### src/rtl/core/can_serial_host_protocol_engine_assert.svh
// assertion macros for the host protocol engine
// expects signals named clk and rst_n in the including scope
`ifndef CAN_SERIAL_HOST_PROTOCOL_ENGINE_ASSERT_SVH
`define CAN_SERIAL_HOST_PROTOCOL_ENGINE_ASSERT_SVH

// same-cycle implication
`define CSHPE_ASSERT_NOW(label, ante, cons, msg) \
    label: assert property (@(posedge clk) disable iff (!rst_n) (ante) |-> (cons)) \
        else $error(msg);

// next-cycle implication
`define CSHPE_ASSERT_NEXT(label, ante, cons, msg) \
    label: assert property (@(posedge clk) disable iff (!rst_n) (ante) |=> (cons)) \
        else $error(msg);

`endif

### src/rtl/core/cshpe_pkg.sv
// shared types and constants of the host protocol engine
// no dependencies
package cshpe_pkg;

    localparam int IDX_W  = 5;
    localparam int CFG_W  = 32;
    localparam int CIDX_W = 2;

    localparam logic [7:0] SYNC_BYTE     = 8'hF1;
    localparam logic [7:0] OP_TIME_SYNC  = 8'h01;
    localparam logic [7:0] OP_BUS_PARAMS = 8'h06;
    localparam logic [7:0] OP_DEV_INFO   = 8'h07;
    localparam logic [7:0] OP_KEEPALIVE  = 8'h09;
    localparam logic [7:0] OP_NUM_BUSES  = 8'h0C;
    localparam logic [7:0] OP_EXT_BUSES  = 8'h0D;
    localparam logic [7:0] FRAME_CMD     = 8'h00;

    localparam logic [15:0] BUILD_NUMBER  = 16'd618;
    localparam logic [7:0]  DEV_INFO_FLAG = 8'h20;
    localparam logic [7:0]  KEEP_HI       = 8'hDE;
    localparam logic [7:0]  KEEP_LO       = 8'hAD;
    localparam logic [7:0]  BUS_COUNT     = 8'h03;
    localparam logic [7:0]  BUS_ENABLED   = 8'h01;
    localparam logic [3:0]  MAX_DLEN      = 4'd8;

    localparam logic [IDX_W-1:0] LEN_TIME   = 5'd6;
    localparam logic [IDX_W-1:0] LEN_PARAMS = 5'd17;
    localparam logic [IDX_W-1:0] LEN_INFO   = 5'd8;
    localparam logic [IDX_W-1:0] LEN_KEEP   = 5'd4;
    localparam logic [IDX_W-1:0] LEN_BUSES  = 5'd3;
    localparam logic [IDX_W-1:0] LEN_EXT    = 5'd17;
    localparam logic [IDX_W-1:0] LEN_FRAME  = 5'd12;

    localparam logic [CFG_W-1:0] CAN0_BAUD_RST = 32'd500000;
    localparam logic [CFG_W-1:0] CAN1_BAUD_RST = 32'd500000;
    localparam logic [CFG_W-1:0] LIN_BAUD_RST  = 32'd19200;

    localparam logic [CIDX_W-1:0] REG_CAN0_BAUD = 2'd0;
    localparam logic [CIDX_W-1:0] REG_CAN1_BAUD = 2'd1;
    localparam logic [CIDX_W-1:0] REG_LIN_BAUD  = 2'd2;

    typedef enum logic [2:0] {
        RUN_NONE,
        RUN_TIME,
        RUN_PARAMS,
        RUN_INFO,
        RUN_KEEP,
        RUN_BUSES,
        RUN_EXT,
        RUN_FRAME
    } run_kind_t;

    typedef enum logic {
        ST_IDLE,
        ST_SEND
    } state_t;

    typedef struct packed {
        logic take;
        logic capture;
        logic load;
    } ctrl_cmd_t;

    typedef struct packed {
        logic has_run;
        logic is_last;
        logic slot_free;
    } dp_status_t;

endpackage

### src/rtl/core/cshpe_item_if.sv
// input channel: one host byte or one received frame per beat
// depends on nothing
interface cshpe_item_if;
    logic        valid;
    logic        ready;
    logic        action;
    logic [7:0]  host_byte;
    logic [31:0] timestamp_us;
    logic [28:0] frame_id;
    logic        extended_flag;
    logic [3:0]  bus_number;
    logic [3:0]  data_length;
    logic [63:0] frame_data;

    modport source (
        output valid, action, host_byte, timestamp_us, frame_id,
               extended_flag, bus_number, data_length, frame_data,
        input  ready
    );
    modport sink (
        input  valid, action, host_byte, timestamp_us, frame_id,
               extended_flag, bus_number, data_length, frame_data,
        output ready
    );
endinterface

### src/rtl/core/cshpe_byte_if.sv
// output channel: one byte toward the host per beat
// depends on nothing
interface cshpe_byte_if;
    logic       valid;
    logic       ready;
    logic [7:0] out_byte;
    logic       last_byte;

    modport source (output valid, out_byte, last_byte, input ready);
    modport sink   (input valid, out_byte, last_byte, output ready);
endinterface

### src/rtl/core/cshpe_ctrl.sv
// controller: takes an item, then steps the datapath through any reply run
// depends on cshpe_pkg
module cshpe_ctrl (
    input  logic                  clk,
    input  logic                  rst_n,
    input  logic                  item_valid,
    input  cshpe_pkg::dp_status_t status,
    output cshpe_pkg::ctrl_cmd_t  cmd
);

    cshpe_pkg::state_t state_reg;
    cshpe_pkg::state_t state_next;

    always_ff @(posedge clk or negedge rst_n)
    begin
        if (!rst_n)
        begin
            state_reg <= cshpe_pkg::ST_IDLE;
        end
        else
        begin
            state_reg <= state_next;
        end
    end

    always_comb
    begin
        state_next = state_reg;
        unique case (state_reg)
            cshpe_pkg::ST_IDLE:
            begin
                if (item_valid && status.has_run)
                begin
                    state_next = cshpe_pkg::ST_SEND;
                end
            end
            cshpe_pkg::ST_SEND:
            begin
                if (status.slot_free && status.is_last)
                begin
                    state_next = cshpe_pkg::ST_IDLE;
                end
            end
            default:
            begin
                state_next = cshpe_pkg::ST_IDLE;
            end
        endcase
    end

    always_comb
    begin
        cmd = '0;
        unique case (state_reg)
            cshpe_pkg::ST_IDLE:
            begin
                cmd.take    = 1'b1;
                cmd.capture = item_valid;
            end
            cshpe_pkg::ST_SEND:
            begin
                cmd.load = status.slot_free;
            end
            default:
            begin
                cmd = '0;
            end
        endcase
    end

endmodule

### src/rtl/core/cshpe_dp.sv
// datapath: item capture, parser flag, baud registers, reply byte select, output register
// depends on cshpe_pkg and both channel interfaces
module cshpe_dp (
    input  logic                                clk,
    input  logic                                rst_n,
    cshpe_item_if.sink                          item_ch,
    cshpe_byte_if.source                        byte_ch,
    input  logic                                cfg_we,
    input  logic [cshpe_pkg::CIDX_W-1:0]        cfg_index,
    input  logic [cshpe_pkg::CFG_W-1:0]         cfg_data,
    input  cshpe_pkg::ctrl_cmd_t                cmd,
    output cshpe_pkg::dp_status_t               status
);

    localparam int IW = cshpe_pkg::IDX_W;

    function automatic logic [7:0] word_byte(input logic [31:0] w, input logic [1:0] k);
        logic [7:0] b;
        case (k)
            2'd0:    b = w[7:0];
            2'd1:    b = w[15:8];
            2'd2:    b = w[23:16];
            default: b = w[31:24];
        endcase
        return b;
    endfunction

    logic [cshpe_pkg::CFG_W-1:0] can0_baud_reg;
    logic [cshpe_pkg::CFG_W-1:0] can1_baud_reg;
    logic [cshpe_pkg::CFG_W-1:0] lin_baud_reg;
    logic                        armed_reg;
    logic                        armed_next;

    cshpe_pkg::run_kind_t kind_reg;
    cshpe_pkg::run_kind_t dec_kind;
    logic [IW-1:0]        len_reg;
    logic [IW-1:0]        dec_len;
    logic [IW-1:0]        idx_reg;
    logic [31:0]          ts_reg;
    logic [31:0]          id_reg;
    logic [7:0]           lenbyte_reg;
    logic [3:0]           dlen_reg;
    logic [63:0]          data_reg;
    logic [3:0]           dlen_sat;

    logic                 out_valid_reg;
    logic                 out_valid_next;
    logic [7:0]           out_byte_reg;
    logic                 out_last_reg;
    logic [7:0]           gen_byte;

    logic [IW-1:0]        off2;
    logic [IW-1:0]        off3;
    logic [IW-1:0]        off6;
    logic [IW-1:0]        off8;
    logic [IW-1:0]        off11;
    logic [IW-1:0]        off13;

    // configuration writes
    always_ff @(posedge clk or negedge rst_n)
    begin
        if (!rst_n)
        begin
            can0_baud_reg <= cshpe_pkg::CAN0_BAUD_RST;
            can1_baud_reg <= cshpe_pkg::CAN1_BAUD_RST;
            lin_baud_reg  <= cshpe_pkg::LIN_BAUD_RST;
        end
        else if (cfg_we)
        begin
            unique case (cfg_index)
                cshpe_pkg::REG_CAN0_BAUD: can0_baud_reg <= cfg_data;
                cshpe_pkg::REG_CAN1_BAUD: can1_baud_reg <= cfg_data;
                cshpe_pkg::REG_LIN_BAUD:  lin_baud_reg  <= cfg_data;
                default:                  ;
            endcase
        end
    end

    assign dlen_sat = (item_ch.data_length > cshpe_pkg::MAX_DLEN) ? cshpe_pkg::MAX_DLEN
                                                                  : item_ch.data_length;

    // reply decode of the item on the input channel
    always_comb
    begin
        dec_kind = cshpe_pkg::RUN_NONE;
        dec_len  = '0;
        if (item_ch.action)
        begin
            dec_kind = cshpe_pkg::RUN_FRAME;
            dec_len  = cshpe_pkg::LEN_FRAME + {1'b0, dlen_sat};
        end
        else if (armed_reg)
        begin
            unique case (item_ch.host_byte)
                cshpe_pkg::OP_TIME_SYNC:
                begin
                    dec_kind = cshpe_pkg::RUN_TIME;
                    dec_len  = cshpe_pkg::LEN_TIME;
                end
                cshpe_pkg::OP_BUS_PARAMS:
                begin
                    dec_kind = cshpe_pkg::RUN_PARAMS;
                    dec_len  = cshpe_pkg::LEN_PARAMS;
                end
                cshpe_pkg::OP_DEV_INFO:
                begin
                    dec_kind = cshpe_pkg::RUN_INFO;
                    dec_len  = cshpe_pkg::LEN_INFO;
                end
                cshpe_pkg::OP_KEEPALIVE:
                begin
                    dec_kind = cshpe_pkg::RUN_KEEP;
                    dec_len  = cshpe_pkg::LEN_KEEP;
                end
                cshpe_pkg::OP_NUM_BUSES:
                begin
                    dec_kind = cshpe_pkg::RUN_BUSES;
                    dec_len  = cshpe_pkg::LEN_BUSES;
                end
                cshpe_pkg::OP_EXT_BUSES:
                begin
                    dec_kind = cshpe_pkg::RUN_EXT;
                    dec_len  = cshpe_pkg::LEN_EXT;
                end
                default:
                begin
                    dec_kind = cshpe_pkg::RUN_NONE;
                    dec_len  = '0;
                end
            endcase
        end
    end

    // frames leave the parser as it is; any host byte while armed disarms
    always_comb
    begin
        armed_next = armed_reg;
        if (cmd.capture && !item_ch.action)
        begin
            armed_next = !armed_reg && (item_ch.host_byte == cshpe_pkg::SYNC_BYTE);
        end
    end

    always_ff @(posedge clk or negedge rst_n)
    begin
        if (!rst_n)
        begin
            armed_reg <= 1'b0;
        end
        else
        begin
            armed_reg <= armed_next;
        end
    end

    always_ff @(posedge clk or negedge rst_n)
    begin
        if (!rst_n)
        begin
            kind_reg <= cshpe_pkg::RUN_NONE;
            len_reg  <= '0;
            idx_reg  <= '0;
        end
        else if (cmd.capture)
        begin
            kind_reg <= dec_kind;
            len_reg  <= dec_len;
            idx_reg  <= '0;
        end
        else if (cmd.load)
        begin
            idx_reg <= idx_reg + 1'b1;
        end
    end

    always_ff @(posedge clk)
    begin
        if (cmd.capture)
        begin
            ts_reg      <= item_ch.timestamp_us;
            id_reg      <= {item_ch.extended_flag, 2'b00, item_ch.frame_id};
            lenbyte_reg <= {item_ch.bus_number, dlen_sat};
            dlen_reg    <= dlen_sat;
            data_reg    <= item_ch.frame_data;
        end
    end

    assign off2  = idx_reg - 5'd2;
    assign off3  = idx_reg - 5'd3;
    assign off6  = idx_reg - 5'd6;
    assign off8  = idx_reg - 5'd8;
    assign off11 = idx_reg - 5'd11;
    assign off13 = idx_reg - 5'd13;

    // byte at position idx_reg of the current run
    always_comb
    begin
        gen_byte = 8'h00;
        case (kind_reg)
            cshpe_pkg::RUN_TIME:
            begin
                case (idx_reg) inside
                    5'd0:         gen_byte = cshpe_pkg::SYNC_BYTE;
                    5'd1:         gen_byte = cshpe_pkg::OP_TIME_SYNC;
                    [5'd2:5'd5]:  gen_byte = word_byte(ts_reg, off2[1:0]);
                    default:      gen_byte = 8'h00;
                endcase
            end
            cshpe_pkg::RUN_PARAMS:
            begin
                case (idx_reg) inside
                    5'd0:                gen_byte = cshpe_pkg::SYNC_BYTE;
                    5'd1:                gen_byte = cshpe_pkg::OP_BUS_PARAMS;
                    5'd2, 5'd7, 5'd12:   gen_byte = cshpe_pkg::BUS_ENABLED;
                    [5'd3:5'd6]:         gen_byte = word_byte(can0_baud_reg, off3[1:0]);
                    [5'd8:5'd11]:        gen_byte = word_byte(can1_baud_reg, off8[1:0]);
                    [5'd13:5'd16]:       gen_byte = word_byte(lin_baud_reg, off13[1:0]);
                    default:             gen_byte = 8'h00;
                endcase
            end
            cshpe_pkg::RUN_INFO:
            begin
                case (idx_reg)
                    5'd0:    gen_byte = cshpe_pkg::SYNC_BYTE;
                    5'd1:    gen_byte = cshpe_pkg::OP_DEV_INFO;
                    5'd2:    gen_byte = cshpe_pkg::BUILD_NUMBER[7:0];
                    5'd3:    gen_byte = cshpe_pkg::BUILD_NUMBER[15:8];
                    5'd4:    gen_byte = cshpe_pkg::DEV_INFO_FLAG;
                    default: gen_byte = 8'h00;
                endcase
            end
            cshpe_pkg::RUN_KEEP:
            begin
                case (idx_reg)
                    5'd0:    gen_byte = cshpe_pkg::SYNC_BYTE;
                    5'd1:    gen_byte = cshpe_pkg::OP_KEEPALIVE;
                    5'd2:    gen_byte = cshpe_pkg::KEEP_HI;
                    default: gen_byte = cshpe_pkg::KEEP_LO;
                endcase
            end
            cshpe_pkg::RUN_BUSES:
            begin
                case (idx_reg)
                    5'd0:    gen_byte = cshpe_pkg::SYNC_BYTE;
                    5'd1:    gen_byte = cshpe_pkg::OP_NUM_BUSES;
                    default: gen_byte = cshpe_pkg::BUS_COUNT;
                endcase
            end
            cshpe_pkg::RUN_EXT:
            begin
                case (idx_reg)
                    5'd0:    gen_byte = cshpe_pkg::SYNC_BYTE;
                    5'd1:    gen_byte = cshpe_pkg::OP_EXT_BUSES;
                    default: gen_byte = 8'h00;
                endcase
            end
            cshpe_pkg::RUN_FRAME:
            begin
                case (idx_reg) inside
                    5'd0:        gen_byte = cshpe_pkg::SYNC_BYTE;
                    5'd1:        gen_byte = cshpe_pkg::FRAME_CMD;
                    [5'd2:5'd5]: gen_byte = word_byte(ts_reg, off2[1:0]);
                    [5'd6:5'd9]: gen_byte = word_byte(id_reg, off6[1:0]);
                    5'd10:       gen_byte = lenbyte_reg;
                    default:
                    begin
                        // data bytes, then the trailing zero
                        if (off11 < {1'b0, dlen_reg})
                        begin
                            gen_byte = data_reg[{off11[2:0], 3'b000} +: 8];
                        end
                        else
                        begin
                            gen_byte = 8'h00;
                        end
                    end
                endcase
            end
            default:
            begin
                gen_byte = 8'h00;
            end
        endcase
    end

    // output register
    always_comb
    begin
        out_valid_next = out_valid_reg;
        if (cmd.load)
        begin
            out_valid_next = 1'b1;
        end
        else if (byte_ch.ready)
        begin
            out_valid_next = 1'b0;
        end
    end

    always_ff @(posedge clk or negedge rst_n)
    begin
        if (!rst_n)
        begin
            out_valid_reg <= 1'b0;
        end
        else
        begin
            out_valid_reg <= out_valid_next;
        end
    end

    always_ff @(posedge clk)
    begin
        if (cmd.load)
        begin
            out_byte_reg <= gen_byte;
            out_last_reg <= status.is_last;
        end
    end

    assign status.has_run   = (dec_kind != cshpe_pkg::RUN_NONE);
    assign status.is_last   = (idx_reg == len_reg - 1'b1);
    assign status.slot_free = !out_valid_reg || byte_ch.ready;

    assign item_ch.ready     = cmd.take;
    assign byte_ch.valid     = out_valid_reg;
    assign byte_ch.out_byte  = out_byte_reg;
    assign byte_ch.last_byte = out_last_reg;

endmodule

### src/rtl/core/can_serial_host_protocol_engine.sv
// Device side of a CAN-to-serial host protocol.
// item_ch takes one beat per input: a host byte (action 0) or a CAN frame to report
// (action 1). byte_ch gives the reply as a run of byte beats, last_byte high on the
// final beat of each run. cfg_we/cfg_index/cfg_data write the three baud registers
// (0: can0, 1: can1, 2: lin) used in the bus parameter reply.
// An accepted item with a reply moves the controller to its send state, which loads
// the reply beats into the output register. Throughput: one byte per cycle while
// byte_ch.ready is high; an item with a run of n bytes (3 to 20) keeps item_ch.ready
// low until its last byte is loaded. Host bytes with no reply are taken every cycle
// while the controller is idle. The last beat of a run may still wait in the output
// register while the next item is accepted.
// When byte_ch.ready is low the output register holds its beat and the run pauses.
// Reset clears the parser (sync byte awaited), empties the output register and
// loads the baud registers with 500000, 500000 and 19200.
// Depends on cshpe_pkg, the channel interfaces, cshpe_ctrl and cshpe_dp.
`include "can_serial_host_protocol_engine_assert.svh"

module can_serial_host_protocol_engine (
    input  logic                         clk,
    input  logic                         rst_n,
    cshpe_item_if.sink                   item_ch,
    cshpe_byte_if.source                 byte_ch,
    input  logic                         cfg_we,
    input  logic [cshpe_pkg::CIDX_W-1:0] cfg_index,
    input  logic [cshpe_pkg::CFG_W-1:0]  cfg_data
);

    cshpe_pkg::ctrl_cmd_t  cmd;
    cshpe_pkg::dp_status_t status;

    cshpe_ctrl u_ctrl (
        .clk        (clk),
        .rst_n      (rst_n),
        .item_valid (item_ch.valid),
        .status     (status),
        .cmd        (cmd)
    );

    cshpe_dp u_dp (
        .clk       (clk),
        .rst_n     (rst_n),
        .item_ch   (item_ch),
        .byte_ch   (byte_ch),
        .cfg_we    (cfg_we),
        .cfg_index (cfg_index),
        .cfg_data  (cfg_data),
        .cmd       (cmd),
        .status    (status)
    );

    `CSHPE_ASSERT_NOW(a_load_slot_free, cmd.load, status.slot_free, "beat overwritten in output register")
    `CSHPE_ASSERT_NEXT(a_last_returns_idle, cmd.load && status.is_last, cmd.take, "controller stuck after last beat")
    `CSHPE_ASSERT_NOW(a_no_load_while_taking, cmd.take, !cmd.load, "beat loaded while taking items")
    `CSHPE_ASSERT_NEXT(a_load_shows_beat, cmd.load, byte_ch.valid, "loaded beat not presented")

endmodule
### src/flat_wrapper.sv
// flat-port wrapper written by rule: the top's interface ports become plain ports
module can_serial_host_protocol_engine_flat 
  (clk, rst_n, cfg_we, cfg_index, cfg_data, item_ch_valid, item_ch_action, item_ch_host_byte, item_ch_timestamp_us, item_ch_frame_id, item_ch_extended_flag, item_ch_bus_number, item_ch_data_length, item_ch_frame_data, item_ch_ready, byte_ch_valid, byte_ch_out_byte, byte_ch_last_byte, byte_ch_ready);
  cshpe_item_if item_ch_i ();
  cshpe_byte_if byte_ch_i ();
  input  logic clk;
  input  logic rst_n;
  input  logic cfg_we;
  input  logic [cshpe_pkg::CIDX_W-1:0] cfg_index;
  input  logic [cshpe_pkg::CFG_W-1:0] cfg_data;
  input wire logic [$bits(item_ch_i.valid)-1:0] item_ch_valid;
  input wire logic [$bits(item_ch_i.action)-1:0] item_ch_action;
  input wire logic [$bits(item_ch_i.host_byte)-1:0] item_ch_host_byte;
  input wire logic [$bits(item_ch_i.timestamp_us)-1:0] item_ch_timestamp_us;
  input wire logic [$bits(item_ch_i.frame_id)-1:0] item_ch_frame_id;
  input wire logic [$bits(item_ch_i.extended_flag)-1:0] item_ch_extended_flag;
  input wire logic [$bits(item_ch_i.bus_number)-1:0] item_ch_bus_number;
  input wire logic [$bits(item_ch_i.data_length)-1:0] item_ch_data_length;
  input wire logic [$bits(item_ch_i.frame_data)-1:0] item_ch_frame_data;
  output wire logic [$bits(item_ch_i.ready)-1:0] item_ch_ready;
  output wire logic [$bits(byte_ch_i.valid)-1:0] byte_ch_valid;
  output wire logic [$bits(byte_ch_i.out_byte)-1:0] byte_ch_out_byte;
  output wire logic [$bits(byte_ch_i.last_byte)-1:0] byte_ch_last_byte;
  input wire logic [$bits(byte_ch_i.ready)-1:0] byte_ch_ready;
  assign item_ch_i.valid = item_ch_valid;
  assign item_ch_i.action = item_ch_action;
  assign item_ch_i.host_byte = item_ch_host_byte;
  assign item_ch_i.timestamp_us = item_ch_timestamp_us;
  assign item_ch_i.frame_id = item_ch_frame_id;
  assign item_ch_i.extended_flag = item_ch_extended_flag;
  assign item_ch_i.bus_number = item_ch_bus_number;
  assign item_ch_i.data_length = item_ch_data_length;
  assign item_ch_i.frame_data = item_ch_frame_data;
  assign item_ch_ready = item_ch_i.ready;
  assign byte_ch_valid = byte_ch_i.valid;
  assign byte_ch_out_byte = byte_ch_i.out_byte;
  assign byte_ch_last_byte = byte_ch_i.last_byte;
  assign byte_ch_i.ready = byte_ch_ready;
  can_serial_host_protocol_engine u_core (.clk(clk), .rst_n(rst_n), .item_ch(item_ch_i), .byte_ch(byte_ch_i), .cfg_we(cfg_we), .cfg_index(cfg_index), .cfg_data(cfg_data));
endmodule
### config.mk
export PLATFORM = sky130hd
export DESIGN_NAME = can_serial_host_protocol_engine_flat
export DESIGN_NICKNAME = d
export VERILOG_FILES = /design/src/rtl/core/cshpe_pkg.sv /design/src/rtl/core/cshpe_item_if.sv /design/src/rtl/core/cshpe_byte_if.sv /design/src/rtl/core/cshpe_ctrl.sv /design/src/rtl/core/cshpe_dp.sv /design/src/rtl/core/can_serial_host_protocol_engine.sv /design/src/flat_wrapper.sv
export VERILOG_INCLUDE_DIRS = /design/src /design/src/rtl/core
export SDC_FILE = /design/constraint.sdc
export NUM_CORES = 1
export LEC_CHECK = 0
export ABC_AREA = 1
export BUFFER_PORTS_ARGS = -buffer_cell sky130_fd_sc_hd__buf_2
export CORE_UTILIZATION = 55
export DETAILED_ROUTE_END_ITERATION = 10
export PLACE_DENSITY = 0.88
export REMOVE_ABC_BUFFERS = 1
export SLEW_MARGIN = 15
export SYNTH_ARGS = -nofsm -noshare
export SYNTH_HDL_FRONTEND = slang
export SYNTH_SLANG_ARGS = --single-unit
### constraint.sdc
create_clock -name clk -period 9.84 [get_ports clk]
set_input_delay 0.984 -clock clk [delete_from_list [all_inputs] [get_ports clk]]
set_output_delay 0.984 -clock clk [all_outputs]
set_load 0.01 [all_outputs]
==> metrics.txt <==
run status=finished clean; max incr delay on CP=0.81 ns; Seq/Total Area, Yosys=0.590; DIE AREA=between 20000 and 25000 um^2; width of the die=approximately 150 um; post-synth top area cell=edfxtp_1; Worst Path Arrival=around 3.8 ns; GRT Util Overall=0.278; Critical Path Start=u_core.u_dp.idx_reg[0]; largest net degree at the start of global routing=83; clock power share=0.237; Max Cap Viol=0; VDD IR max=roughly 0.00015 V; Final setup viols=0; min Tclk post-route=around 3.5 ns; total wire length=between 30000 and 40000 um; antenna violations before repair=0; slowest CP cell=ha_1; Sink Count=between 200 and 300; FF+latch count, synth=255; Yosys cell types=a little under 50; Worst Setup Start Kind=register; Worst path top cell family by delay=buffers and inverters; Ant. Diodes=0; actual slew at the worst max-slew pin=slightly above 1 ns; initial core utilization=0.567; clock-pin slew on the worst setup and hold paths=0.06 ns; Hold Vio Cnt, Final=0; Setup crit end=u_core.u_dp.byte_ch.out_byte[4]; vias per cell=5.59; Layout Utilization=0.659; drt wl/cell=17.3 um; critical path required time=10.12 ns; FF-to-FF setup slack=6.34 ns; CP Max Fanout=46; cells after synthesis=approximately 1300; Core Area=~21000 um^2; Detail Route met2 WL=~15000 um; total power draw=a little over 4000 uW; I/O pins=between 150 and 200; port buffer count=192; Max-slew headroom=0.325; Synth top cells by count=nand2_1, edfxtp_1, o21ai_0; RSZ-0062 raised after global routing=no; Crit path buffers/inverters=3; # DRC=0; Sw Ratio=0.406; clock root cell=clkbuf_16; Post-CTS Resized=0; switching power=about 1700 uW; Mean Syn Cell Area=roughly 9 um^2; reg-to-reg startpoint=u_core.u_dp.idx_reg[0]; Routability Congestion=approximately 0.9; Static Leakage=0.00640 uW; share of cells above drive strength 1=0.204; r2r worst-path depth=13; top layer in use=met4; CTS buffer count=27; TNS Setup=0 ns; # rows=53; GR Overflow Total=0; M1 WL=~12000 um; R2R Path End=u_core.u_dp.byte_ch.out_byte[4]; Clock Latency Late Sink=about 0.53 ns; Int Pwr=2440 uW; nature of the critical path endpoint=register; hold bufs inserted after CTS=0; Hold Crit Class=in2async; final net count=between 1500 and 2000; Async SR Flop Fraction=0.439; Final ANT Viol Nets=0; drt first pass iters=6; CTS tree=yes; Min Hold Slack=about 0.38 ns; max-slew violations=0; Crit path depth=13; CP dominant cell by count=nand2_1; fmax=between 200 and 300 MHz; die height=about 150 um; initial DRC count=roughly 1100; CP cell instances=buf_4 -> inv_2 -> ha_1 -> inv_1 -> o21ai_0 -> nor2_1 -> or2_1 -> nand3_1 -> nand2_1 -> nand2_1 -> nand2_1 -> nand2_1 -> nand2_1; power density over the cells=293 nW/um^2; vias in the first global route=between 9000 and 10000; Synth top area share=0.356; area growth from synthesis to layout=16.2%; top-count cell post-synth=nand2_1; Clock Tree Buf Depth=3; Clock H-tree levels=1; first-pass GRT wire length=approximately 49000 um; Setup Skew=~0.0090 ns; placed cells=1734; dpl hpwl=20900 um; EDFF count, synth=~140; via count=approximately 10000; Largest register FFs=between 60 and 70; met3 routed WL=around 2900 um; Logic pwr share=0.408; Crit Path Class=reg2reg; period utilisation layout=0.356; Synth Flop Type=edfxtp_1; Sequential Power Share=0.355; setup repair bufs after CTS=0; synth top area cells=edfxtp_1, dfrtp_1, nand2_1; synthesized area=between 10000 and 15000 um^2; final cell count without fillers=around 1800; Synth warnings=0
[metal layers]
| metal | up-vias | global-route usage |
|---|---|---|
| li1 | 4724 | - |
| met2 | 494 | 0.459 |
| met4 | 0 | 0.112 |
| met3 | 90 | 0.0521 |
| met1 | 4651 | 0.364 |
| met5 | - | 0 |
[through the flow]
stage	area [um^2]	worst slack (ns)
2_1_floorplan	11800	5.21
3_3_place_gp	13200	6.64
3_5_place_dp	13200	6.48
4_1_cts	14000	6.46
5_1_grt	14000	6.17
6_report	14000	6.34
[logic make-up (layout without fill, tap and decap cells)]
| group | count (synthesis) | count (layout) | synth area share |
|---|---|---|---|
| AOI/OAI and AO/OA | 230 | 230 | 0.102 |
| DFF | 255 | 255 | 0.590 |
| adders and majority gates | 12 | 12 | 0.0124 |
| xor gates and xnor gates | 9 | 9 | 0.00871 |
| and+or+nand+nor | 644 | 644 | 0.229 |
| buffers and inverters | 169 | 358 | 0.0581 |
[power by group through the flow]
stage / sequential, uW / combinational, uW / clock, uW
after floorplan: 1480 / 1120 / 0
after global placement: 1470 / 1590 / 0
after detailed placement: 1470 / 1630 / 0
after CTS: 1460 / 1650 / 986
after global routing: 1480 / 1870 / 1030
final: 1460 / 1680 / 975
[worst reg2reg max path, delay by kind of cell (launching register included)]
family | cells | cell delay (ns)
buffers and inverters | 3 | 1.26
flip-flops | 1 | 0.32
AO/OA/AOI/OAI | 1 | 0.18
adder cells (fa/ha/maj) | 1 | 0.81
AND/OR/NAND/NOR | 8 | 0.71
[worst min path at each step]
stage	to	slack, ns	cells past startpoint
after floorplan	u_core.u_dp.can1_baud_reg[24]	0.45	2
after global placement	u_core.u_dp.can0_baud_reg[29]	0.46	2
after detailed placement	u_core.u_dp.can1_baud_reg[24]	0.47	2
after CTS	u_core.u_dp.can0_baud_reg[2]	0.38	1
after global routing	u_core.u_dp.can0_baud_reg[23]	0.40	1
final	u_core.u_dp.lin_baud_reg[27]	0.38	1
[layout by cell type (no fill, tap or decap), types with 9 or more instances in the layout]
master	Yosys	layout
o21ai_0	141	141
ha_1	12	11
edfxtp_1	143	143
buf_2	17	191
nor2_1	81	81
a21oi_1	54	54
dfrtp_1	94	94
buf_4	7	9
nand3_1	81	80
dfstp_2	18	18
nand4_1	19	19
clkbuf_16	0	28
nand2_1	423	423
inv_1	99	98
a31oi_1	11	11
[cell type report]
cell class,count,area [um^2]
tap,275,344
sequential,255,7120
fill,1635,7260
inverter,109,417
multi-input combinational,895,4260
clock buffer,42,827
clock inverter,7,35.0
timing repair buffer,200,1020
No activity file was read; power rests on OpenSTA's default activity.
